## src/hdl/blf_pkg.sv

```systemverilog
// Types, codes and helpers shared by the linear fit block.
// No dependencies.
package blf_pkg;

  localparam int QW = 48;

  localparam logic CFG_USE_WEIGHTS = 1'b0;
  localparam logic CFG_NUM_ATTRS   = 1'b1;

  typedef enum logic [1:0] {
    ACT_HEADER, ACT_VALUE, ACT_FINISH, ACT_PREDICT
  } action_t;

  typedef enum logic [1:0] {
    FIT_OK, FIT_NO_ATTR, FIT_ZERO_W, FIT_OVERFLOW
  } fit_status_t;

  typedef enum logic [3:0] {
    STEP_P1, STEP_P2, STEP_P3, STEP_P4, STEP_C1, STEP_C2, STEP_B1, STEP_B2,
    STEP_SLOPE, STEP_PI, STEP_ICPT
  } step_t;

  typedef enum logic [4:0] {
    S_IDLE, S_HDR_A, S_HDR_B, S_VAL_A, S_VAL_B, S_VAL_C, S_PRED_A, S_PRED_B,
    S_FIN, S_SCAN, S_GO, S_WAIT, S_JUDGE, S_JUDGE2, S_TAKE, S_NEXT, S_EMIT
  } state_t;

  typedef struct packed {
    logic        load;
    logic        hdr_commit;
    logic        val_commit;
    logic        pred_emit;
    logic        fin_clear;
    logic        go;
    step_t       step;
    logic        take;
    logic        cnt_inc;
    logic        fit_emit;
    fit_status_t fit_status;
  } dp_cmd_t;

  typedef struct packed {
    logic overflow;
    logic w_zero;
    logic scan_end;
    logic sxx_zero;
    logic found;
    logic better;
    logic unit_done;
  } dp_stat_t;

  function automatic logic [QW-1:0] sat_q(input logic [127:0] q, input logic neg);
    logic [127:0] nq;
    nq = ~q + 128'd1;
    if (neg) begin
      if (q > {80'd0, 1'b1, 47'd0}) return {1'b1, 47'd0};
      return nq[QW-1:0];
    end
    if (q > {81'd0, {47{1'b1}}}) return {1'b0, {47{1'b1}}};
    return q[QW-1:0];
  endfunction

endpackage

```

## src/hdl/blf_ctrl.sv

```systemverilog
// Sequencer of the linear fit block: accumulate, finish scan, solve, predict.
// Depends on blf_pkg.
module blf_ctrl (
  input  logic                clk,
  input  logic                rst,
  input  logic                start,
  input  logic [1:0]          action,
  output logic                busy,
  output blf_pkg::dp_cmd_t    cmd,
  input  blf_pkg::dp_stat_t   stat
);

  blf_pkg::state_t      state, state_next;
  blf_pkg::step_t       step, step_next;
  blf_pkg::fit_status_t fstat, fstat_next;

  always_ff @(posedge clk) begin
    if (rst) begin
      state <= blf_pkg::S_IDLE;
      step  <= blf_pkg::STEP_P1;
      fstat <= blf_pkg::FIT_OK;
    end else begin
      state <= state_next;
      step  <= step_next;
      fstat <= fstat_next;
    end
  end

  always_comb begin
    state_next = state;
    step_next  = step;
    fstat_next = fstat;
    case (state)
      blf_pkg::S_IDLE: begin
        if (start) begin
          case (blf_pkg::action_t'(action))
            blf_pkg::ACT_HEADER: state_next = blf_pkg::S_HDR_A;
            blf_pkg::ACT_VALUE:  state_next = blf_pkg::S_VAL_A;
            blf_pkg::ACT_FINISH: state_next = blf_pkg::S_FIN;
            default:             state_next = blf_pkg::S_PRED_A;
          endcase
        end
      end
      blf_pkg::S_HDR_A:  state_next = blf_pkg::S_HDR_B;
      blf_pkg::S_HDR_B:  state_next = blf_pkg::S_IDLE;
      blf_pkg::S_VAL_A:  state_next = blf_pkg::S_VAL_B;
      blf_pkg::S_VAL_B:  state_next = blf_pkg::S_VAL_C;
      blf_pkg::S_VAL_C:  state_next = blf_pkg::S_IDLE;
      blf_pkg::S_PRED_A: state_next = blf_pkg::S_PRED_B;
      blf_pkg::S_PRED_B: state_next = blf_pkg::S_IDLE;
      blf_pkg::S_FIN: begin
        if (stat.overflow) begin
          fstat_next = blf_pkg::FIT_OVERFLOW;
          state_next = blf_pkg::S_EMIT;
        end else if (stat.w_zero) begin
          fstat_next = blf_pkg::FIT_ZERO_W;
          state_next = blf_pkg::S_EMIT;
        end else begin
          state_next = blf_pkg::S_SCAN;
        end
      end
      blf_pkg::S_SCAN: begin
        if (stat.scan_end) begin
          if (stat.found) begin
            step_next  = blf_pkg::STEP_SLOPE;
            state_next = blf_pkg::S_GO;
          end else begin
            fstat_next = blf_pkg::FIT_NO_ATTR;
            state_next = blf_pkg::S_EMIT;
          end
        end else begin
          step_next  = blf_pkg::STEP_P1;
          state_next = blf_pkg::S_GO;
        end
      end
      blf_pkg::S_GO: state_next = blf_pkg::S_WAIT;
      blf_pkg::S_WAIT: begin
        if (stat.unit_done) begin
          state_next = blf_pkg::S_GO;
          case (step)
            blf_pkg::STEP_P1:    step_next = blf_pkg::STEP_P2;
            blf_pkg::STEP_P2:    step_next = blf_pkg::STEP_P3;
            blf_pkg::STEP_P3:    step_next = blf_pkg::STEP_P4;
            blf_pkg::STEP_P4:    state_next = blf_pkg::S_JUDGE;
            blf_pkg::STEP_C1:    step_next = blf_pkg::STEP_C2;
            blf_pkg::STEP_C2:    step_next = blf_pkg::STEP_B1;
            blf_pkg::STEP_B1:    step_next = blf_pkg::STEP_B2;
            blf_pkg::STEP_B2:    state_next = blf_pkg::S_JUDGE2;
            blf_pkg::STEP_SLOPE: step_next = blf_pkg::STEP_PI;
            blf_pkg::STEP_PI:    step_next = blf_pkg::STEP_ICPT;
            default: begin
              fstat_next = blf_pkg::FIT_OK;
              state_next = blf_pkg::S_EMIT;
            end
          endcase
        end
      end
      blf_pkg::S_JUDGE: begin
        if (stat.sxx_zero) begin
          state_next = blf_pkg::S_NEXT;
        end else if (!stat.found) begin
          state_next = blf_pkg::S_TAKE;
        end else begin
          step_next  = blf_pkg::STEP_C1;
          state_next = blf_pkg::S_GO;
        end
      end
      blf_pkg::S_JUDGE2: state_next = stat.better ? blf_pkg::S_TAKE : blf_pkg::S_NEXT;
      blf_pkg::S_TAKE:   state_next = blf_pkg::S_NEXT;
      blf_pkg::S_NEXT:   state_next = blf_pkg::S_SCAN;
      blf_pkg::S_EMIT:   state_next = blf_pkg::S_IDLE;
      default:           state_next = blf_pkg::S_IDLE;
    endcase
  end

  always_comb begin
    cmd            = '0;
    cmd.step       = step;
    cmd.fit_status = fstat;
    busy           = (state != blf_pkg::S_IDLE);
    case (state)
      blf_pkg::S_IDLE:   cmd.load       = start;
      blf_pkg::S_HDR_B:  cmd.hdr_commit = 1'b1;
      blf_pkg::S_VAL_C:  cmd.val_commit = 1'b1;
      blf_pkg::S_PRED_B: cmd.pred_emit  = 1'b1;
      blf_pkg::S_FIN:    cmd.fin_clear  = 1'b1;
      blf_pkg::S_GO:     cmd.go         = 1'b1;
      blf_pkg::S_TAKE:   cmd.take       = 1'b1;
      blf_pkg::S_NEXT:   cmd.cnt_inc    = 1'b1;
      blf_pkg::S_EMIT:   cmd.fit_emit   = 1'b1;
      default: ;
    endcase
  end

endmodule

```

## config.mk

```make
export PLATFORM = sky130hd
export DESIGN_NAME = blf_ctrl
export DESIGN_NICKNAME = d
export VERILOG_FILES = /design/src/hdl/blf_pkg.sv /design/src/hdl/blf_ctrl.sv
export SDC_FILE = /design/constraint.sdc
export NUM_CORES = 1
export LEC_CHECK = 0
export ABC_AREA = 1
export BUFFER_PORTS_ARGS = -buffer_cell sky130_fd_sc_hd__buf_2
export CORE_MARGIN = 4
export CORE_UTILIZATION = 41
export CTS_CLUSTER_SIZE = 14
export DETAILED_ROUTE_END_ITERATION = 8
export PLACE_DENSITY = 0.66
export SLEW_MARGIN = 0
export SYNTH_ARGS = -nofsm -noshare
export SYNTH_HDL_FRONTEND = slang
export SYNTH_SLANG_ARGS = --single-unit
```

## constraint.sdc

```tcl
create_clock -name clk -period 2.3 [get_ports clk]
set_clock_uncertainty 0.05 [all_clocks]
set_input_delay 0.46 -clock clk [delete_from_list [all_inputs] [get_ports clk]]
set_output_delay 0.46 -clock clk [all_outputs]
set_load 0.05 [all_outputs]
```

==> results.toml, run 1 <==
[synthesis]
synth_edf_count = 0
yosysSeqAreaShare = 0.229
synth_area_leaders = "dfxtp_1 23%, nand2_1 20%, nor2_1 14%"
synth_ff_type = "dfxtp_1"
ys_types = 23
syn_nets = 188
synthTopCellsByCount = "50 x nand2_1, 36 x nor2_1, 23 x inv_1, 17 x nand3_1, 11 x dfxtp_1"
postSynthCellCount = 176
yosysTopAreaCellShare = 0.229
yosys_warnings = 0
syn_avg_cell_area_um2 = 5.47
yosys.area.top_type = "dfxtp_1"
synthMostInstantiatedCell = "nand2_1"
ys_async_sr_fraction = 0
postSynthRegisterBits = 11
netlist_area_um2 = 962

[setup_path]
cp_slowest_stage_delay_ps = 530
crit_path_frequent_cell = "inv_1"
crit_fanout = 8
endpoint_kind = "primary output"
required_ps = 1790
worstReg2RegStart = "state[3]"
critical-path-top-delay-family = "flip-flops"
cp_num_buf_inv = 3
arrival_ps = 1480
path_cells = "nand3_1, inv_1, nand2_1, inv_1, buf_2"
cp_slowest_cell = "dfxtp_1"
crit_path_start_kind = "flip-flop"
path_class = "flip-flop to primary output"
crit_start = "state[3]"

[placement]
io_buffers = 27
dp_hpwl_um = 2180
gp_congestion = 0.843
place_ws_ps = 607
place_area_mm2 = 0.00112

[sta]
min_period_ps = 1990
rsz0062_at_grt = "false"
relSlewSlack = 0.769
worst_slack_ps = 309
drv_slew = 0
tns_ps = 0
fin_crit_sh = 0.866
setup_viol = 0
hold_viol = 0
worstMarginPinSlew_ps = 346
max_freq_mhz = 502

[final_layout]
fin_area_mm2 = 0.00115
nNetsFinal = 218
area_delta_synth_final_pct = 19.5
seq_area_um2 = 220
antenna_cells = 0
fill_cells = 245
drive_above_1_share = 0.234
multi_input_area_um2 = 628

[power]
irDropWorstVdd_uv = 569
powerDensity_mw_per_mm2 = 816
p_leak_nw = 0.663

[global_routing]
grt_usage = 0.167
antenna_found_initial = 0
grt_pass1_vias = 1008
grt_max_degree = 9
grt-ovfl-total = 0
grt_pass1_wl_um = 4390

[cts]
worstSkewPairLatency_ps = 270
cts_tree = "built"
clkSlewWorstSetupHoldPaths_ps = 70
numCtsBuffers = 3
cts_max_path_buffers = 2
htree_levels = 1
ctsHoldBuffers = 0
cts_setup_buffers = 0
cts_resized = 0
clock_sinks = 11
cts_root_buf = "clkbuf_4"

[floorplan]
dieArea_mm2 = 0.00319
core_area_mm2 = 0.00223
die_h_um = 56.4
die_w_um = 56.4
start_util = 0.431
num_io_pins = 28
num_rows = 17

[routing]
drtPass1Iterations = 4
postRouteAntennaNets = 0
avgRoutedWirePerCell_um = 10.9
drtIter0Drc = 34
viasPerCell = 4.83
routed_wl_um = 2540
drc = 0
vias = 1125

[worst_hold_path]
hp-class = "primary input to flip-flop"
hold_start = "rst"

[flow_run]
cap_violations = 0

[run_status]
status = "complete, no violations"
-- area by class of cell --
type,count,share of cell area
flip-flops and latches,11,0.192
inverters,28,0.0914
clock buffers,4,0.0229
well taps,28,0.0305
repair buffers,27,0.118
multi-input cells,135,0.546
-- worst register-to-register path: cells and delay by family (launching register included) --
| kind | cells | cell delay, ps |
|---|---|---|
| simple gates | 9 | 890 |
| flops | 1 | 530 |
| buf+inv | 1 | 90 |
-- logic make-up after synthesis --
family / after synthesis / share of synthesized area
compound gates: 15 / 0.0871
flops: 11 / 0.229
buf+inv: 30 / 0.125
simple gates: 120 / 0.559
-- sequential cells by signal, indices dropped and copies added, names as in the netlist --
signal	cells
step	4
state	5
fstat	2
-- through the flow --
step / std cells / hold WS [ps] / total power [mW] / utilization
after floorplan: 176 / 614 / 0.696 / -
after CTS: 233 / 413 / 0.942 / 0.515
after global routing: 233 / 415 / 1.02 / 0.515
after global placement: 229 / 426 / 0.807 / 0.503
after detailed placement: 229 / 437 / 0.809 / 0.503
final: 233 / 419 / 0.938 / 0.515
-- power by group --
part           switching, mW  leakage, nW  internal [mW]
Combinational          0.399        0.558          0.146
Clock                 0.0674       0.0150         0.0671
Sequential            0.0414       0.0892          0.217
-- cells in the final DEF, fill, tap and decap left out, drive strengths merged --
| cell type | instances |
|---|---|
| or2 | 2 |
| o21ai | 5 |
| clkbuf | 4 |
| o31ai | 1 |
| a21oi | 8 |
| nand4 | 1 |
| dfxtp | 11 |
| nand2 | 54 |
| o21bai | 1 |
| inv | 28 |
| buf | 27 |
| nor2 | 40 |
| nor3 | 3 |
| nor4 | 1 |
| nand3b | 1 |
| nand3 | 18 |
-- worst paths after layout --
path | to | cells after the start | slack [ps]
worst max-delay path | cmd[4] | 5 | 310
worst min-delay path | step[3] | 2 | 420
worst max register to register | step[2] | 10 | 680
worst min register to register | fstat[1] | 2 | 440
-- metal layers --
layer | vias to the layer above | track usage | share of wire | routed length, µm
met4 | 0 | 0.0441 | 0.0071 | 18
met2 | 36 | 0.266 | 0.45 | 1150
li1 | 601 | - | - | -
met5 | - | 0 | 0 | 0
met3 | 4 | 0.0253 | 0.070 | 178
met1 | 484 | 0.231 | 0.47 | 1200
No activity file was read; power rests on OpenSTA's default activity.
==> run 2, diff against run 1 <==
--- a/config.mk
+++ b/config.mk
@@ -8,10 +8,10 @@
 export ABC_AREA = 1
 export BUFFER_PORTS_ARGS = -buffer_cell sky130_fd_sc_hd__buf_2
 export CORE_MARGIN = 4
-export CORE_UTILIZATION = 41
+export CORE_UTILIZATION = 54
 export CTS_CLUSTER_SIZE = 14
 export DETAILED_ROUTE_END_ITERATION = 8
-export PLACE_DENSITY = 0.66
+export PLACE_DENSITY = 0.83
 export SLEW_MARGIN = 0
 export SYNTH_ARGS = -nofsm -noshare
 export SYNTH_HDL_FRONTEND = slang
==> constraint.sdc (replaced) <==
create_clock -name clk -period 2.3 [get_ports clk]
set_clock_uncertainty 0.05 [all_clocks]
set_input_delay 0.345 -clock clk [delete_from_list [all_inputs] [get_ports clk]]
set_output_delay 0.345 -clock clk [all_outputs]
set_load 0.05 [all_outputs]
==> run 2 against run 1 <==
Effect of this change:
- global-route usage is 6.6 points higher
- total power is 1.6% higher
- critical path type unchanged
- worst hold slack lost 110 ps
- die area decreased by 21%
- sequential share of layout area increased by 0.084 points
- sequential power about the same
- via count increased by 5.1%
- utilization is 20 points higher
- largest power group unchanged
- critical path depth did not move
- worst setup slack better by 80 ps
- largest cell class unchanged
- wire length is 12% higher
- clock power barely moved
==> results.toml, run 2 (same netlist as run 1, synthesis figures left out) <==
[power]
p_clk_frac = 0.142
swShare = 0.548
p_leak_nw = 0.663
power_mw = 0.953
power.internal_mw = 0.430
switchingPower_mw = 0.523
irDropWorstVdd_uv = 509
seqPwrFrac = 0.274
combPwrFrac = 0.584
powerDensity_mw_per_mm2 = 832

[setup_path]
r2r_slack_ps = 660
crit_fanout = 8
crit_end = "cmd[4]"
required_ps = 1900
r2r_end = "step[2]"
crit_start = "state[3]"
r2r_cells = 9
cp_slowest_cell = "dfxtp_1"
worstReg2RegStart = "state[3]"
endpoint_kind = "primary output"
arrival_ps = 1520
cp_slowest_stage_delay_ps = 530
crit_path_frequent_cell = "inv_1"
path_cells = "nand3_1, inv_1, nand2_1, inv_1, buf_2"
crit_path_start_kind = "flip-flop"
path_class = "flip-flop to primary output"

[sta]
drv_slew = 0
max_freq_mhz = 523
setup_viol = 0
rsz0062_at_grt = "false"
worst_slack_ps = 389
min_period_ps = 1910
tns_ps = 0
fin_crit_sh = 0.831
worstMarginPinSlew_ps = 367
relSlewSlack = 0.753
hold_viol = 0

[global_routing]
gr-usage-met2 = 0.448
met3_usage = 0.0473
grt-ovfl-total = 0
grt_pass1_wl_um = 4620
met1_usage = 0.236
grt_pass1_vias = 1141
grt_max_degree = 9
grt_usage = 0.233
grt.busiest_layer = "met2"
antenna_found_initial = 0

[final_layout]
layout_common_cells = "50 x nand2_1, 36 x nor2_1, 27 x buf_2, 23 x inv_1, 17 x nand3_1"
nNetsFinal = 218
antenna_cells = 0
drive_above_1_share = 0.234
largest_register_ffs = 5
area_delta_synth_final_pct = 19.0
layout_commonest_cell = "nand2_1"
reg.largest.list = "state (5), step (4), fstat (2)"
regMostFlops = "state"

[routing]
avgRoutedWirePerCell_um = 12.4
drtPass1Iterations = 4
routed_wl_um = 2850
drtIter0Drc = 38
vias = 1182
drc = 0
viasPerCell = 5.16
postRouteAntennaNets = 0

[cts]
numCtsBuffers = 3
clkSlewWorstSetupHoldPaths_ps = 70
htree_levels = 1
cts_tree = "built"
cts_resized = 0
ctsHoldBuffers = 0
cts_setup_buffers = 0
cts_max_path_buffers = 2
worstSkewPairLatency_ps = 270
clock_sinks = 11
cts_root_buf = "clkbuf_4"

[worst_hold_path]
min_path_cells = 2
hp-class = "primary input to flip-flop"

[placement]
dp_hpwl_um = 2350
gp_congestion = 0.949
io_buffers = 27
place_ws_ps = 704

[floorplan]
start_util = 0.604
dieArea_mm2 = 0.00252
num_rows = 14
die_w_um = 50.2
die_h_um = 50.2
core_area_mm2 = 0.00159
num_io_pins = 28

[flow_run]
cap_violations = 0

[run_status]
status = "complete, no violations"
## run 2: cell counts in the layout (fill, tap and decap cells not counted)
Identical to the previous run, type by type.
## run 2: how the worst min path moves through the flow
stage	start	endpoint	slack, ps
after global placement	fstat[1]	fstat[1]	410
after floorplan	stat[0]	state[1]	520
after detailed placement	fstat[1]	fstat[1]	460
final	rst	state[0]	310
after global routing	rst	state[0]	310
after CTS	rst	state[0]	290
## run 2: area by class of cell
cell class | instances | area, µm²
Multi-Input combinational cell | 135 | 628
Tap cell | 24 | 30.0
Inverter | 28 | 105
Fill cell | 148 | 449
Timing Repair Buffer | 27 | 135
Clock buffer | 4 | 26.3
Sequential cell | 11 | 220
## run 2: power groups by stage
stage	sequential (mW)	combinational, mW	clock, mW
after global placement	0.261	0.543	0
after global routing	0.265	0.609	0.149
final	0.261	0.557	0.135
after CTS	0.259	0.553	0.135
after floorplan	0.268	0.427	0
after detailed placement	0.264	0.552	0
## run 2: stage by stage
step	util	cells	cell area [µm²]	hold slack [ps]
after global routing	0.718	229	1140	305
after global placement	0.702	225	1120	414
final	0.718	229	1140	305
after detailed placement	0.702	225	1120	460
after floorplan	-	176	968	523
after CTS	0.718	229	1140	295
## run 2: layer usage
metal / vias up / routed length (µm)
met2: 40 / 1470
met1: 532 / 1150
li1: 602 / -
met4: 0 / 86
met5: - / 0
met3: 8 / 144
## run 2: critical path, delay by kind of cell, from the launching register on
family	cells	cell delay, ps
buffers and inverters	3	430
DFF	1	530
and+or+nand+nor	2	280
==> run 3, diff against run 2 <==
--- a/config.mk
+++ b/config.mk
@@ -5,13 +5,13 @@
 export SDC_FILE = /design/constraint.sdc
 export NUM_CORES = 1
 export LEC_CHECK = 0
-export ABC_AREA = 1
+export ABC_AREA = 0
 export BUFFER_PORTS_ARGS = -buffer_cell sky130_fd_sc_hd__buf_2
 export CORE_MARGIN = 4
-export CORE_UTILIZATION = 54
+export CORE_UTILIZATION = 45
 export CTS_CLUSTER_SIZE = 14
 export DETAILED_ROUTE_END_ITERATION = 8
-export PLACE_DENSITY = 0.83
+export PLACE_DENSITY = 0.74
 export SLEW_MARGIN = 0
 export SYNTH_ARGS = -nofsm -noshare
 export SYNTH_HDL_FRONTEND = slang
==> constraint.sdc (replaced) <==
create_clock -name clk -period 1.66 [get_ports clk]
set_clock_uncertainty 0.05 [all_clocks]
set_input_delay 0.249 -clock clk [delete_from_list [all_inputs] [get_ports clk]]
set_output_delay 0.249 -clock clk [all_outputs]
set_load 0.05 [all_outputs]
==> run 3 against run 2 <==
Effect of this change:
- the flow now finishes with violations (negative setup slack)
- register-to-register slack lost 770 ps
- worst setup slack lost 490 ps
- non-clock buffer count grew 28
- final cell count is 9.6% lower
- die area rose by 13%
- synthesized cell count down 28%
==> results.toml, run 3 <==
[cts]
cts_root_buf = "clkbuf_4"
clock_sinks = 11
htree_levels = 1
worstSkewPairLatency_ps = 270
cts_tree = "built"
numCtsBuffers = 3
clkSlewWorstSetupHoldPaths_ps = 70
cts_max_path_buffers = 2

[worst_hold_path]
hold_start = "rst"
min_path_cells = 2
hp-class = "primary input to flip-flop"
min_to = "state[1]"

[setup_path]
path_class = "flip-flop to flip-flop"
r2r_cells = 4
arrival_ps = 1910
r2r_slack_ps = -110
endpoint_kind = "flip-flop"
worstReg2RegStart = "state[1]"
crit_fanout = 4
crit_path_start_kind = "flip-flop"
required_ps = 1810
r2r_end = "fstat[0]"

[sta]
rsz0062_at_grt = "true"
drv_slew = 0
holdWs_ps = 193
worst_slack_ps = -106
setup_viol = 9
worstMarginPinSlew_ps = 451
min_period_ps = 1770
relSlewSlack = 0.697
max_freq_mhz = 566
hold_viol = 0
fin_crit_sh = 1.06

[final_layout]
antenna_cells = 0
finalNonFillerCells = 207
largest_register_ffs = 5
layout_commonest_cell = "buf_4"
layout_common_cells = "23 x buf_4, 18 x buf_2, 13 x buf_6, 11 x nand2_1, 11 x nor2_1"
nNetsFinal = 193
fin_util = 0.779
area_delta_synth_final_pct = 65.1
fill_cells = 145
drive_above_1_share = 0.500
regMostFlops = "state"
reg.largest.list = "state (5), step (4), fstat (2)"

[global_routing]
grt_pass1_wl_um = 5490
grt_max_degree = 10
grt_usage = 0.262
grt-ovfl-total = 0
grt_pass1_vias = 1228
antenna_found_initial = 0

[floorplan]
die_w_um = 53.4
num_rows = 16
die_h_um = 53.4
core_area_mm2 = 0.00196
dieArea_mm2 = 0.00285
num_io_pins = 28
start_util = 0.472

[synthesis]
syn_avg_cell_area_um2 = 7.35
synth_edf_count = 0
synth_area_leaders = "dfxtp_1 24%, nor2_1 6.5%, nand2_1 4.9%"
yosysTopAreaCellShare = 0.238
postSynthRegisterBits = 11
syn_nets = 138
yosys.area.top_type = "dfxtp_1"
postSynthCellCount = 126
ys_async_sr_fraction = 0
yosys_warnings = 0
synthTopCellsByCount = "16 x nor2_1, 12 x nand2_1, 11 x dfxtp_1, 6 x inv_1, 6 x nor3_1"
ys_types = 42
synth_ff_type = "dfxtp_1"
netlist_area_um2 = 926
yosysSeqAreaShare = 0.238
synthMostInstantiatedCell = "nor2_1"

[routing]
routed_wl_um = 3470
drc = 0
avgRoutedWirePerCell_um = 16.8
vias = 1258
postRouteAntennaNets = 0
drtIter0Drc = 46
viasPerCell = 6.08
drtPass1Iterations = 4

[power]
p_clk_frac = 0.160
switchingPower_mw = 0.487
combPwrFrac = 0.574
powerDensity_mw_per_mm2 = 758
power_mw = 1.16
irDropWorstVdd_uv = 661
power.internal_mw = 0.672
seqPwrFrac = 0.266
p_leak_nw = 0.631
swShare = 0.420

[placement]
io_buffers = 27
dp_cells = 201
gp_congestion = 0.881
dp_hpwl_um = 2390
place_ws_ps = -41.4

[run_status]
status = "finished, violations left"
violations = "negative setup slack"

[flow_run]
cap_violations = 0
run 3: changes by cell type after synthesis, moves of 5 or more:
cell      change
inv_2         -5
nor2_1       -20
nand3_1      -13
nand2b_1      +5
inv_1        -17
nand2_1      -38
run 3: kinds of logic (layout without fill, tap and decap cells):
| kind of cell | count (synthesis) | in the layout | share of synthesized area |
|---|---|---|---|
| AND/OR/NAND/NOR | 66 | 66 | 0.397 |
| AO/OA/AOI/OAI | 35 | 35 | 0.284 |
| flip-flops | 11 | 11 | 0.238 |
| buffers and inverters | 11 | 65 | 0.0486 |
| multiplexers | 3 | 3 | 0.0324 |
run 3: what timing repair did:
action | CTS | global route
hold buffers | 0 | 0
cloned | 0 | 0
setup endpoints to repair | 14 | 18
pin swaps | 3 | 10
setup buffers | 2 | 0
gates resized for setup | 32 | 20
run 3: through the flow:
stage          setup TNS (ps)  area, µm²
6_report                 -396       1530
5_1_grt                  -995       1530
4_1_cts                  -246       1440
3_5_place_dp            -43.7       1290
3_3_place_gp                0       1290
2_1_floorplan          -0.985        947
run 3: cell type report:
| type | instances | area, µm² | area share |
|---|---|---|---|
| Sequential cell | 11 | 231 | 0.151 |
| Timing Repair Buffer | 55 | 424 | 0.277 |
| Multi-Input combinational cell | 104 | 791 | 0.517 |
| Tap cell | 27 | 33.8 | 0.0221 |
| Inverter | 6 | 22.5 | 0.0147 |
| Clock buffer | 4 | 26.3 | 0.0172 |
run 3: worst max-delay path by stage:
stage	startpoint	end	slack (ps)	cells after the start
2_1_floorplan	state[1]	fstat[0]	-1	4
3_3_place_gp	state[1]	fstat[0]	10	4
3_5_place_dp	state[1]	fstat[0]	-40	4
4_1_cts	state[1]	fstat[0]	-80	4
5_1_grt	state[1]	fstat[0]	-150	4
6_report	state[1]	fstat[0]	-110	4
run 3: critical path: stages, from the launching register on:
cell,delay (ps)
dfxtp_2,340
or3_4,410
or3_4,410
a221oi_4,270
mux2i_1,220
run 3: power by group through the flow:
| stage | sequential (mW) | clock, mW | combinational [mW] |
|---|---|---|---|
| 2_1_floorplan | 0.312 | 0 | 0.329 |
| 3_3_place_gp | 0.305 | 0 | 0.510 |
| 3_5_place_dp | 0.307 | 0 | 0.524 |
| 4_1_cts | 0.305 | 0.190 | 0.609 |
| 5_1_grt | 0.310 | 0.203 | 0.706 |
| 6_report | 0.308 | 0.186 | 0.665 |
run 3: layer usage:
| metal | part of all wire | up-vias | track usage |
|---|---|---|---|
| met3 | 0.073 | 25 | 0.0338 |
| met5 | 0 | - | 0 |
| li1 | - | 581 | - |
| met1 | 0.39 | 579 | 0.312 |
| met4 | 0.043 | 0 | 0.0979 |
| met2 | 0.49 | 73 | 0.467 |
